File: config.mk
export PLATFORM = sky130hd
export DESIGN_NAME = life_automaton_step_unit
export DESIGN_NICKNAME = d
export VERILOG_FILES = /design/src/design/las_pkg.sv /design/src/design/life_automaton_step_unit.sv /design/src/design/las_rule.sv
export SDC_FILE = /design/constraint.sdc
export NUM_CORES = 1
export LEC_CHECK = 0
export BUFFER_PORTS_ARGS = -buffer_cell sky130_fd_sc_hd__buf_4
export CAP_MARGIN = 20
export CORE_MARGIN = 2
export CORE_UTILIZATION = 65
export DETAILED_ROUTE_END_ITERATION = 10
export PLACE_DENSITY = 0.92
export SLEW_MARGIN = 0
export SYNTH_ARGS = -nofsm -noshare
export SYNTH_HDL_FRONTEND = slang
export SYNTH_SLANG_ARGS = --single-unit
export TNS_END_PERCENT = 20
File: constraint.sdc
create_clock -name i_clk -period 15.3 [get_ports i_clk]
set_input_delay 1.53 -clock i_clk [delete_from_list [all_inputs] [get_ports i_clk]]
set_output_delay 1.53 -clock i_clk [all_outputs]
set_load 0.05 [all_outputs]
File: src/design/las_pkg.sv
`timescale 1ns / 1ps

package las_pkg;

    localparam int DEF_GRID_W = 8;
    localparam int DEF_GRID_H = 8;

    localparam int COORD_W = 3;
    localparam int CFG_W   = 5;
    localparam int PHASE_W = 4;
    localparam int GEN_W   = 32;
    localparam int ACT_W   = 2;
    localparam int NB_W    = 3;

    localparam logic [CFG_W-1:0] DIV_RESET = CFG_W'(5);
    localparam logic [CFG_W-1:0] DIV_MAX   = CFG_W'(16);
    localparam logic [GEN_W-1:0] GEN_STEP  = GEN_W'(2);

    localparam logic OP_LOAD = 1'b0;
    localparam logic OP_TICK = 1'b1;

    typedef enum logic [ACT_W-1:0] {
        ACT_KEEP   = 2'd0,
        ACT_PAINT  = 2'd1,
        ACT_DARKEN = 2'd2
    } t_action;

    typedef struct packed {
        logic    alive;
        t_action action;
    } t_rule_res;

endpackage

File: src/design/life_automaton_step_unit.sv
`timescale 1ns / 1ps

// Life (b3/s23) engine over a GRID_W x GRID_H grid, cells beyond the edge dead.
// Command channel: a word is taken when i_start is high and o_busy is low.
//   i_op load writes one cell (ignored outside the grid), busy in S_LD_RD/S_LD_WR.
//   i_op tick advances the frame phase modulo the divider; the remainder is
//   found by repeated subtraction in S_MOD.
// When the phase lands on divider - 1 the whole grid is stepped: the grid
// rows live in a synchronous memory, three rows sit in a window register and
// one cell is evaluated per cycle, so a step holds o_busy through the phase
// update, S_RD0 to S_RD2 and every cell of the grid.
// Each cell result is shown for one cycle with o_valid, in row order, in the
// cycle after it is evaluated; o_last marks the final cell. The receiver
// cannot stall the results.
// Config channel: i_cfg_valid/o_cfg_ready writes r_div_cfg, ready always.
// Reset (synchronous, active low) clears phase, generation count and the
// divider to 5; per-row valid bits make every row read as dead until written.
module life_automaton_step_unit #(
    parameter int GRID_W = las_pkg::DEF_GRID_W,
    parameter int GRID_H = las_pkg::DEF_GRID_H
) (
    input  logic                         i_clk,
    input  logic                         i_rst_n,
    input  logic                         i_start,
    output logic                         o_busy,
    input  logic                         i_op,
    input  logic [las_pkg::COORD_W-1:0]  i_load_x,
    input  logic [las_pkg::COORD_W-1:0]  i_load_y,
    input  logic                         i_load_alive,
    input  logic                         i_cfg_valid,
    output logic                         o_cfg_ready,
    input  logic [las_pkg::CFG_W-1:0]    i_cfg_data,
    output logic                         o_valid,
    output logic [las_pkg::COORD_W-1:0]  o_cell_x,
    output logic [las_pkg::COORD_W-1:0]  o_cell_y,
    output logic                         o_alive,
    output logic [las_pkg::ACT_W-1:0]    o_action,
    output logic [las_pkg::GEN_W-1:0]    o_gen_count,
    output logic                         o_first_gen,
    output logic                         o_last
);
    import las_pkg::*;

    localparam int XW = $clog2(GRID_W);
    localparam int AW = $clog2(GRID_H);
    localparam int PW = GRID_W + 2;

    typedef enum logic [2:0] {
        S_IDLE,
        S_LD_RD,
        S_LD_WR,
        S_MOD,
        S_RD0,
        S_RD1,
        S_RD2,
        S_CELL
    } t_state;

    t_state               r_state;
    logic [CFG_W-1:0]     r_div_cfg;
    logic [CFG_W-1:0]     r_div;
    logic [CFG_W-1:0]     r_rem;
    logic [PHASE_W-1:0]   r_phase;
    logic [GEN_W-1:0]     r_gen;
    logic [XW-1:0]        r_x;
    logic [AW-1:0]        r_y;
    logic [XW-1:0]        r_ld_x;
    logic [AW-1:0]        r_ld_y;
    logic                 r_ld_alive;
    logic [GRID_W-1:0]    r_top;
    logic [GRID_W-1:0]    r_mid;
    logic [GRID_W-1:0]    r_bot;
    logic [GRID_W-1:0]    r_new_row;

    logic                 r_out_valid;
    logic [COORD_W-1:0]   r_out_x;
    logic [COORD_W-1:0]   r_out_y;
    logic                 r_out_alive;
    t_action              r_out_act;
    logic [GEN_W-1:0]     r_out_gen;
    logic                 r_out_first;
    logic                 r_out_last;

    // row memory with one valid bit per row
    logic [GRID_W-1:0]    r_grid [GRID_H];
    logic [GRID_H-1:0]    r_row_valid;
    logic [GRID_W-1:0]    r_rd_data;
    logic                 r_rd_valid;

    logic                 mem_re;
    logic [AW-1:0]        mem_ra;
    logic                 mem_we;
    logic [AW-1:0]        mem_wa;
    logic [GRID_W-1:0]    mem_wd;

    logic [GRID_W-1:0]    rd_row;
    logic [GRID_W-1:0]    ld_row;
    logic [GRID_W-1:0]    n_row;
    logic [CFG_W-1:0]     div_eff;
    logic                 x_last;
    logic                 y_last;
    logic                 bot_more;
    logic                 ld_in_grid;
    logic [PW-1:0]        pad_top;
    logic [PW-1:0]        pad_mid;
    logic [PW-1:0]        pad_bot;
    logic [NB_W-1:0]      nb_top;
    logic [NB_W-1:0]      nb_mid;
    logic [NB_W-1:0]      nb_bot;
    t_rule_res            rule_res;
    logic [COORD_W+XW-1:0] cx_ext;
    logic [COORD_W+AW-1:0] cy_ext;
    logic [COORD_W+XW-1:0] lx_ext;
    logic [COORD_W+AW-1:0] ly_ext;

    assign rd_row   = r_rd_valid ? r_rd_data : '0;
    assign x_last   = (r_x == XW'(GRID_W - 1));
    assign y_last   = (r_y == AW'(GRID_H - 1));
    assign bot_more = (r_y < AW'(GRID_H - 2));

    assign ld_in_grid = (32'(i_load_x) < GRID_W) && (32'(i_load_y) < GRID_H);
    assign lx_ext     = {{XW{1'b0}}, i_load_x};
    assign ly_ext     = {{AW{1'b0}}, i_load_y};
    assign cx_ext     = {{COORD_W{1'b0}}, r_x};
    assign cy_ext     = {{COORD_W{1'b0}}, r_y};

    always_comb begin
        div_eff = r_div_cfg;
        if (r_div_cfg == '0) begin
            div_eff = CFG_W'(1);
        end else if (r_div_cfg > DIV_MAX) begin
            div_eff = DIV_MAX;
        end
    end

    // neighborhood of the current cell, padded with dead cells at the edges
    assign pad_top = {1'b0, r_top, 1'b0};
    assign pad_mid = {1'b0, r_mid, 1'b0};
    assign pad_bot = {1'b0, r_bot, 1'b0};
    assign nb_top  = pad_top[r_x +: NB_W];
    assign nb_mid  = pad_mid[r_x +: NB_W];
    assign nb_bot  = pad_bot[r_x +: NB_W];

    las_rule u_rule (
        .i_top (nb_top),
        .i_mid (nb_mid),
        .i_bot (nb_bot),
        .o_res (rule_res)
    );

    always_comb begin
        n_row        = r_new_row;
        n_row[r_x]   = rule_res.alive;
        ld_row       = rd_row;
        ld_row[r_ld_x] = r_ld_alive;
    end

    // the window keeps old rows, so row y is written back in place while
    // row y+2 is fetched; loads are read-modify-write under o_busy
    always_comb begin
        mem_re = 1'b0;
        mem_ra = '0;
        mem_we = 1'b0;
        mem_wa = '0;
        mem_wd = '0;
        unique case (r_state)
            S_LD_RD: begin
                mem_re = 1'b1;
                mem_ra = r_ld_y;
            end
            S_LD_WR: begin
                mem_we = 1'b1;
                mem_wa = r_ld_y;
                mem_wd = ld_row;
            end
            S_RD0: begin
                mem_re = 1'b1;
                mem_ra = '0;
            end
            S_RD1: begin
                mem_re = 1'b1;
                mem_ra = AW'(1);
            end
            S_CELL: begin
                mem_re = (r_x == '0) && bot_more;
                mem_ra = r_y + AW'(2);
                mem_we = x_last;
                mem_wa = r_y;
                mem_wd = n_row;
            end
            default: begin
            end
        endcase
    end

    always_ff @(posedge i_clk) begin
        if (mem_we) begin
            r_grid[mem_wa] <= mem_wd;
        end
        if (mem_re) begin
            r_rd_data  <= r_grid[mem_ra];
            r_rd_valid <= r_row_valid[mem_ra];
        end
    end

    always_ff @(posedge i_clk) begin
        if (!i_rst_n) begin
            r_row_valid <= '0;
        end else if (mem_we) begin
            r_row_valid[mem_wa] <= 1'b1;
        end
    end

    always_ff @(posedge i_clk) begin
        if (!i_rst_n) begin
            r_state     <= S_IDLE;
            r_div_cfg   <= DIV_RESET;
            r_phase     <= '0;
            r_gen       <= '0;
            r_out_valid <= 1'b0;
        end else begin
            r_out_valid <= 1'b0;
            if (i_cfg_valid && o_cfg_ready) begin
                r_div_cfg <= i_cfg_data;
            end
            unique case (r_state)
                S_IDLE: begin
                    if (i_start) begin
                        if (i_op == OP_TICK) begin
                            r_div   <= div_eff;
                            r_rem   <= CFG_W'(r_phase) + CFG_W'(1);
                            r_state <= S_MOD;
                        end else if (ld_in_grid) begin
                            r_ld_x     <= lx_ext[XW-1:0];
                            r_ld_y     <= ly_ext[AW-1:0];
                            r_ld_alive <= i_load_alive;
                            r_state    <= S_LD_RD;
                        end
                    end
                end
                S_LD_RD: begin
                    r_state <= S_LD_WR;
                end
                S_LD_WR: begin
                    r_state <= S_IDLE;
                end
                S_MOD: begin
                    // remainder by repeated subtraction
                    if (r_rem >= r_div) begin
                        r_rem <= r_rem - r_div;
                    end else begin
                        r_phase <= r_rem[PHASE_W-1:0];
                        if (r_rem == r_div - CFG_W'(1)) begin
                            r_state <= S_RD0;
                        end else begin
                            r_state <= S_IDLE;
                        end
                    end
                end
                S_RD0: begin
                    r_state <= S_RD1;
                end
                S_RD1: begin
                    r_mid   <= rd_row;
                    r_state <= S_RD2;
                end
                S_RD2: begin
                    r_top   <= '0;
                    r_bot   <= rd_row;
                    r_x     <= '0;
                    r_y     <= '0;
                    r_state <= S_CELL;
                end
                S_CELL: begin
                    r_out_valid <= 1'b1;
                    r_out_x     <= cx_ext[COORD_W-1:0];
                    r_out_y     <= cy_ext[COORD_W-1:0];
                    r_out_alive <= rule_res.alive;
                    r_out_act   <= rule_res.action;
                    r_out_gen   <= r_gen;
                    r_out_first <= (r_gen == '0);
                    r_out_last  <= x_last && y_last;
                    r_new_row   <= n_row;
                    if (x_last) begin
                        r_x   <= '0;
                        r_top <= r_mid;
                        r_mid <= r_bot;
                        r_bot <= bot_more ? rd_row : '0;
                        if (y_last) begin
                            r_gen   <= r_gen + GEN_STEP;
                            r_state <= S_IDLE;
                        end else begin
                            r_y <= r_y + AW'(1);
                        end
                    end else begin
                        r_x <= r_x + XW'(1);
                    end
                end
                default: begin
                    r_state <= S_IDLE;
                end
            endcase
        end
    end

    assign o_busy      = (r_state != S_IDLE);
    assign o_cfg_ready = 1'b1;
    assign o_valid     = r_out_valid;
    assign o_cell_x    = r_out_x;
    assign o_cell_y    = r_out_y;
    assign o_alive     = r_out_alive;
    assign o_action    = r_out_act;
    assign o_gen_count = r_out_gen;
    assign o_first_gen = r_out_first;
    assign o_last      = r_out_last;

endmodule

File: src/design/las_rule.sv
`timescale 1ns / 1ps

module las_rule (
    input  logic [las_pkg::NB_W-1:0] i_top,
    input  logic [las_pkg::NB_W-1:0] i_mid,
    input  logic [las_pkg::NB_W-1:0] i_bot,
    output las_pkg::t_rule_res       o_res
);
    import las_pkg::*;

    logic [3:0] count;
    logic       cur;

    always_comb begin
        count = 4'd0;
        for (int i = 0; i < NB_W; i++) begin
            count = count + 4'(i_top[i]) + 4'(i_bot[i]);
        end
        count = count + 4'(i_mid[0]) + 4'(i_mid[2]);
    end

    assign cur = i_mid[1];

    // b3/s23, anything else goes dark
    always_comb begin
        if (count < 4'd2) begin
            o_res = '{alive: 1'b0, action: ACT_DARKEN};
        end else if (cur && count > 4'd3) begin
            o_res = '{alive: 1'b0, action: ACT_DARKEN};
        end else if (!cur && count == 4'd3) begin
            o_res = '{alive: 1'b1, action: ACT_PAINT};
        end else if (!cur) begin
            o_res = '{alive: 1'b0, action: ACT_DARKEN};
        end else begin
            o_res = '{alive: 1'b1, action: ACT_KEEP};
        end
    end

endmodule

## After elaboration in Yosys (flattened, before gate mapping)

Memories as Yosys holds them, arrays and structs flattened. A register that Yosys moved wholly into a read port is not among the register bits.
Index checks and enable logic that the tools add are counted.

| word-level totals | value |
|---|---|
| bits in latches | 0 |
| flip-flop bits (word level) | 152 |
| memories | 1 |
| memory bits (writable) | 64 |
| logic and storage cells | 154 |
| output and inout bits | 46 |
| memory bits (read-only) | 0 |

| cells by class | value |
|---|---|
| divide/modulo/power cells | 0 |
| bitwise gates (word level) | 3 |
| reductions and logical operators | 30 |
| shift operators | 3 |
| magnitude comparators | 12 |
| equality and inequality tests | 18 |
| multipliers | 0 |
| muxes and demuxes | 47 |
| add/subtract/negate cells | 14 |

Memory list:

| name | words | bits a word | rd ports | clocked after memory_dff | wr ports | line | source |
|---|---|---|---|---|---|---|---|
| r_grid | 8 | 8 | 1 | 1 | 1 | life_automaton_step_unit.sv:85 | `logic [GRID_W-1:0] r_grid [GRID_H];` |

Operator list:

| operator | count |
|---|---|
| $pmux 8 s2 | 4 |
| $mux 8 | 5 |
| $mux 3 | 12 |
| $add 32x2->32 const B | 1 |
| $logic_not 32->1 | 1 |
| $shiftx 10x4->3 | 3 |
| $add 4x1->4 | 6 |
| $pmux 3 s8 | 1 |
| $mux 5 | 4 |
| $eq 3x3->1 const B | 6 |
| $pmux 3 s2 | 3 |
| $bwmux 8 | 2 |
| $lt 3x4->1 const B | 4 |
| $reduce_and 4->1 | 4 |
| $ne 2x2->1 const B | 7 |
| $pmux 5 s2 | 1 |
| $demux 1 s3 | 3 |
| $ge 3x1->1 const B | 3 |
| $pmux 3 s3 | 1 |
| $reduce_and 3->1 | 3 |
| $or 8x8->8 | 1 |
| $logic_and 1x1->1 | 7 |
| $mux 1 | 7 |
| $add 3x1->3 const B | 2 |
| other kinds (27) | 36 |

## Depth between registers and ports, before layout

| depth | value |
|---|---|
| word-level depth | 15 |
| gate-level depth with buffers | 19 |

## Cells and area by module

From an unflattened synthesis, not the netlist that was laid out.

| unflattened totals | value |
|---|---|
| cell total of the unflattened synthesis | 806 |
| area, all modules | 10040.9 um^2 |

By module, submodules not included:

| module | times used | cells each | seq. area each (um^2) | area each (um^2) |
|---|---|---|---|---|
| life_automaton_step_unit | 1 | 778 | 6145.9 | 9821.9 |
| las_rule | 1 | 28 | 0.0 | 219.0 |

## Least setup slack after synthesis

No wires, ideal clock.

| timing | value |
|---|---|
| path kind | register to register |
| from | register r_x[2] |
| to | memory r_grid[0][0] (netlist name) (data pin) |
| period minus slack after synthesis | 4.990 ns |
| buffers on the path | 3 |
| data arrival time | 4.713 ns |
| data required time | 15.022 ns |
| cell stages (with the launch flop) | 18 |
| path slack | 10.310 ns |
| path through | edfxtp_1 clkbuf_1 clkbuf_1 nor2_1 a221oi_1 nor2_1 ha_1 fa_1 inv_1 fa_1 fa_1 fa_1 nor2_1 nand3_1 a21o_1 a21o_1 buf_2 o31ai_1 |

| on the way | value |
|---|---|
| cells in the longest elaborated chain, start to end | 15 |
| elaborated cells on any way between the ends | 27 |
| classes of those cells | add/sub (7); order compare (4); eq/ne (1); shift (3); mux (8); reduce/logical (4) |

RTL lines:

| what | line | source |
|---|---|---|
| start, declared | life_automaton_step_unit.sv:65 | `logic [XW-1:0] r_x;` |
| start signal, assigned | life_automaton_step_unit.sv:296 | `r_x <= r_x + XW'(1);` |
| parallel branches: the longest is 13 deep, another holds $add 4x1->4 | n/a |  |
| $bwmux 8 * | life_automaton_step_unit.sv:153 | `n_row[r_x] = rule_res.alive;` |
| $pmux 8 s2 * | life_automaton_step_unit.sv:166 | `unique case (r_state)` |
| via mem_wd[0] | life_automaton_step_unit.sv:94 | `logic [GRID_W-1:0] mem_wd;` |
| end, declared | life_automaton_step_unit.sv:85 |  |

Mark *: on every way through the listed nets, which the timed path passes.

## Worst setup path after layout

| timing | value |
|---|---|
| from | register r_x[0] |
| to | memory r_grid[0][6] (netlist name) (data pin) |

Same word-level chain as after synthesis.

==> impl_metrics.py <==
metrics = {
    "run_status": {
        "run_status": "finished, final reports clean",
    },
    "clock_tree": {
        "post_cts_buffers": 0,
        "cts_sinks": 222,
        "cts_tree": "built",
        "root_buffer": "clkbuf_16",
        "cts_buffer_depth": 3,
        "cts_resized": 0,
        "htree_levels": 1,
        "clk_pin_slew_worst_paths_ns": 0.06,
        "cts_buffers": 23,
        "hold_buffers": 0,
        "clk_latency_ns": 0.52,
    },
    "sta": {
        "final.min_clock_period_ns": 6.142,
        "rsz0062_at_grt": "no",
        "tightest_slew_ns": 1.127,
        "fmax_mhz": 162.8,
        "tns_ns": 0,
        "setup_violations": 0,
        "worst_slack_ns": 9.158,
        "hold_viol": 0,
        "finClkSkew_ns": 0.01124,
        "drv_slew": 0,
        "slew_headroom_pct": 24.33,
        "timing.final.crit_share_pct": 40.14,
    },
    "detailed_routing": {
        "vias": 6845,
        "wl_per_cell_um": 21.86,
        "first_iter_violations": 847,
        "drtPass1Iterations": 5,
        "postRouteAntennaNets": 0,
        "drc": 0,
        "totalWireLength_um": 22820,
        "via_per_inst": 6.557,
    },
    "placement": {
        "port_buffers": 60,
        "dp_hpwl_um": 14120,
        "pre_cts_slack_ns": 9.194,
        "gp_congestion": 0.8506,
    },
    "logic_synthesis": {
        "ys_seq_area_share_pct": 61.15,
        "synth_cell_types": 65,
        "synth_top_area_cell": "edfxtp_1",
        "post-synth-top-count-cell": "edfxtp_1",
        "postSynthNetCount": 825,
        "ys.warnings.count": 0,
        "ys_async_sr_fraction_pct": 0,
        "synth.area.top_cells": "edfxtp_1 51%, dfxtp_1 10%, mux4_2 3.4%",
        "synth_area_per_cell_sq_um": 12.84,
        "synth_ff_type": "edfxtp_1",
        "synthCells": 783,
        "yosys.area.top_type_share_pct": 50.79,
        "synth_enable_flop_cells": 170,
        "ys_ff_latch": 222,
        "synth_commonest_cells": "170 x edfxtp_1, 69 x nor2_1, 63 x nand2_1",
        "netlist_area_sq_um": 10050,
    },
    "critical_path": {
        "crit_path_start_kind": "flop",
        "worstSetupPathType": "reg -> reg",
        "cp_cell_sequence": "inv_1 -> nor2_1 -> a22oi_1 -> o21ai_0 -> ha_1 -> fa_1 -> inv_1 -> fa_1 -> fa_1 -> fa_1 -> nor2_1 -> nand3_1 -> a21o_1 -> a21o_1 -> o31ai_1",
        "slowest_stage": "edfxtp_1",
        "arrival_ns": 6.34,
        "cp_top_family": "adder cells",
        "cp.required_ns": 15.50,
        "cp_num_buf_inv": 2,
        "crit_fanout": 25,
        "cp_common_cell": "fa_1",
        "slowest_delay_ns": 1.02,
        "cp-end-kind": "flop",
    },
    "cells_and_area": {
        "fill_cells": 850,
        "antenna_cells": 0,
        "drive_gt1_share_pct": 17.76,
        "syn_to_final_growth_pct": 13.58,
        "nets": 881,
    },
    "grt": {
        "grt_max_degree": 42,
        "grt_use_met2_pct": 47.50,
        "use_met1_pct": 36.77,
        "grtUsageTotal_pct": 28.15,
        "gr-max-usage-layer": "met2",
        "grt_first_pass_wirelength_um": 36030,
        "antenna_found_initial": 0,
        "gr-total-overflow": 0,
        "met3_usage_pct": 3.825,
        "grt_pass1_vias": 6739,
    },
    "power_and_ir_drop": {
        "irDropWorstVdd_mv": 0.1208,
        "power_density_nw_per_um2": 111.9,
        "power.leakage_nw": 4.150,
    },
    "floorplan": {
        "die_x_um": 128.4,
        "die_area_sq_um": 16470,
        "core-area_sq_um": 15150,
        "rows": 45,
        "die_h_um": 128.4,
        "pin_count": 63,
        "initial_core_util_pct": 66.36,
    },
    "min_path": {
        "hp-class": "reg -> reg",
    },
    "flow_run": {
        "maxCapViolCount": 0,
    },
}
==> final timing paths <==
kind,from,end,slack (ns),cells past startpoint
setup / recovery,r_x[0]$_SDFFCE_PN0P_,r_grid[0][6]$_DFFE_PP_,9.16,15
hold / removal,r_row_valid[2]$_SDFFE_PN0P_,r_row_valid[2]$_SDFFE_PN0P_,0.47,1
setup reg to reg,r_x[0]$_SDFFCE_PN0P_,r_grid[0][6]$_DFFE_PP_,9.16,15
hold reg to reg,r_row_valid[2]$_SDFFE_PN0P_,r_row_valid[2]$_SDFFE_PN0P_,0.47,1
==> kinds of logic (layout without fill, tap and decap cells) <==
family / Yosys count / after routing / synth area share [%]
buf+inv: 63 / 136 / 2.701
flops: 222 / 222 / 61.15
simple gates: 267 / 267 / 13.59
mux: 52 / 52 / 8.390
fa+ha+maj: 25 / 25 / 3.486
xor+xnor: 37 / 37 / 3.224
compound gates: 115 / 115 / 7.382
other cells: 2 / 2 / 0.07472
==> per-layer routing <==
metal,part of all wire (%),wire length [um],up-vias
met5,0,0,-
met4,4.5,1029,0
met3,8.0,1836,84
met2,49,11250,413
met1,38,8703,3300
li1,-,-,3048
==> cell type report <==
cell class	count	area [sq um]	area share, %
clock buffer	25	583.1	5.107
inverter	29	108.9	0.9535
tap	188	235.2	2.061
sequential	222	6146	53.84
multi-input combinational	498	3700	32.41
clock inverter	17	155.1	1.359
timing repair buffer	65	488.0	4.274
==> through the flow <==
stage,hold WS [ns],total power [mW],instances,utilization (%),cell area (sq um)
6_report,0.4723,1.277,1044,75.37,11420
5_1_grt,0.4905,1.308,1044,75.37,11420
4_1_cts,0.4697,1.279,1043,75.32,11410
3_5_place_dp,0.4512,0.7388,1001,70.45,10670
3_3_place_gp,0.4390,0.7355,1001,70.45,10670
2_1_floorplan,0.4324,0.7197,783,-,10050
==> cells in the final DEF, fill, tap and decap left out, types with 13 or more instances in the layout <==
master,synthesis,layout
mux4_2,15,15
mux2i_1,13,13
mux2_2,17,17
buf_4,5,64
nand2_1,63,63
nand4_1,18,18
and2_1,22,22
dfxtp_1,52,52
inv_1,28,28
edfxtp_1,170,170
nor2_1,69,68
ha_1,20,20
a21oi_1,18,18
xor2_1,26,26
clkbuf_16,0,23
nand3_1,29,29
o21ai_0,37,36
==> sequential cells by signal (all words and copies together), names as in the netlist, 2 cells and up <==
signal / count
o_action: 2
o_cell_x: 3
o_cell_y: 3
o_gen_count: 31
r_bot: 8
r_div: 5
r_div_cfg: 5
r_gen: 31
r_grid: 64
r_ld_x: 3
r_ld_y: 3
r_mid: 8
r_new_row: 8
r_phase: 4
r_rd_data: 8
r_rem: 5
r_row_valid: 8
r_state: 3
r_top: 8
r_x: 3
r_y: 3
==> worst reg2reg max path, cell delays in order, from the launching register on <==
cell	delay [ns]
edfxtp_1	1.02
inv_1	0.28
nor2_1	0.26
a22oi_1	0.13
o21ai_0	0.22
ha_1	0.29
fa_1	0.53
inv_1	0.05
fa_1	0.50
fa_1	0.48
fa_1	0.42
nor2_1	0.14
nand3_1	0.08
a21o_1	0.17
a21o_1	0.40
o31ai_1	0.85
==> where the power goes <==
| group | switching (mW) | internal (mW) | leakage (nW) |
|---|---|---|---|
| Combinational | 0.0398 | 0.0257 | 1.81 |
| Sequential | 0.00799 | 0.655 | 1.98 |
| Clock | 0.236 | 0.313 | 0.361 |
| Total | 0.284 | 0.994 | 4.15 |
(Power assumes the default switching activity.)
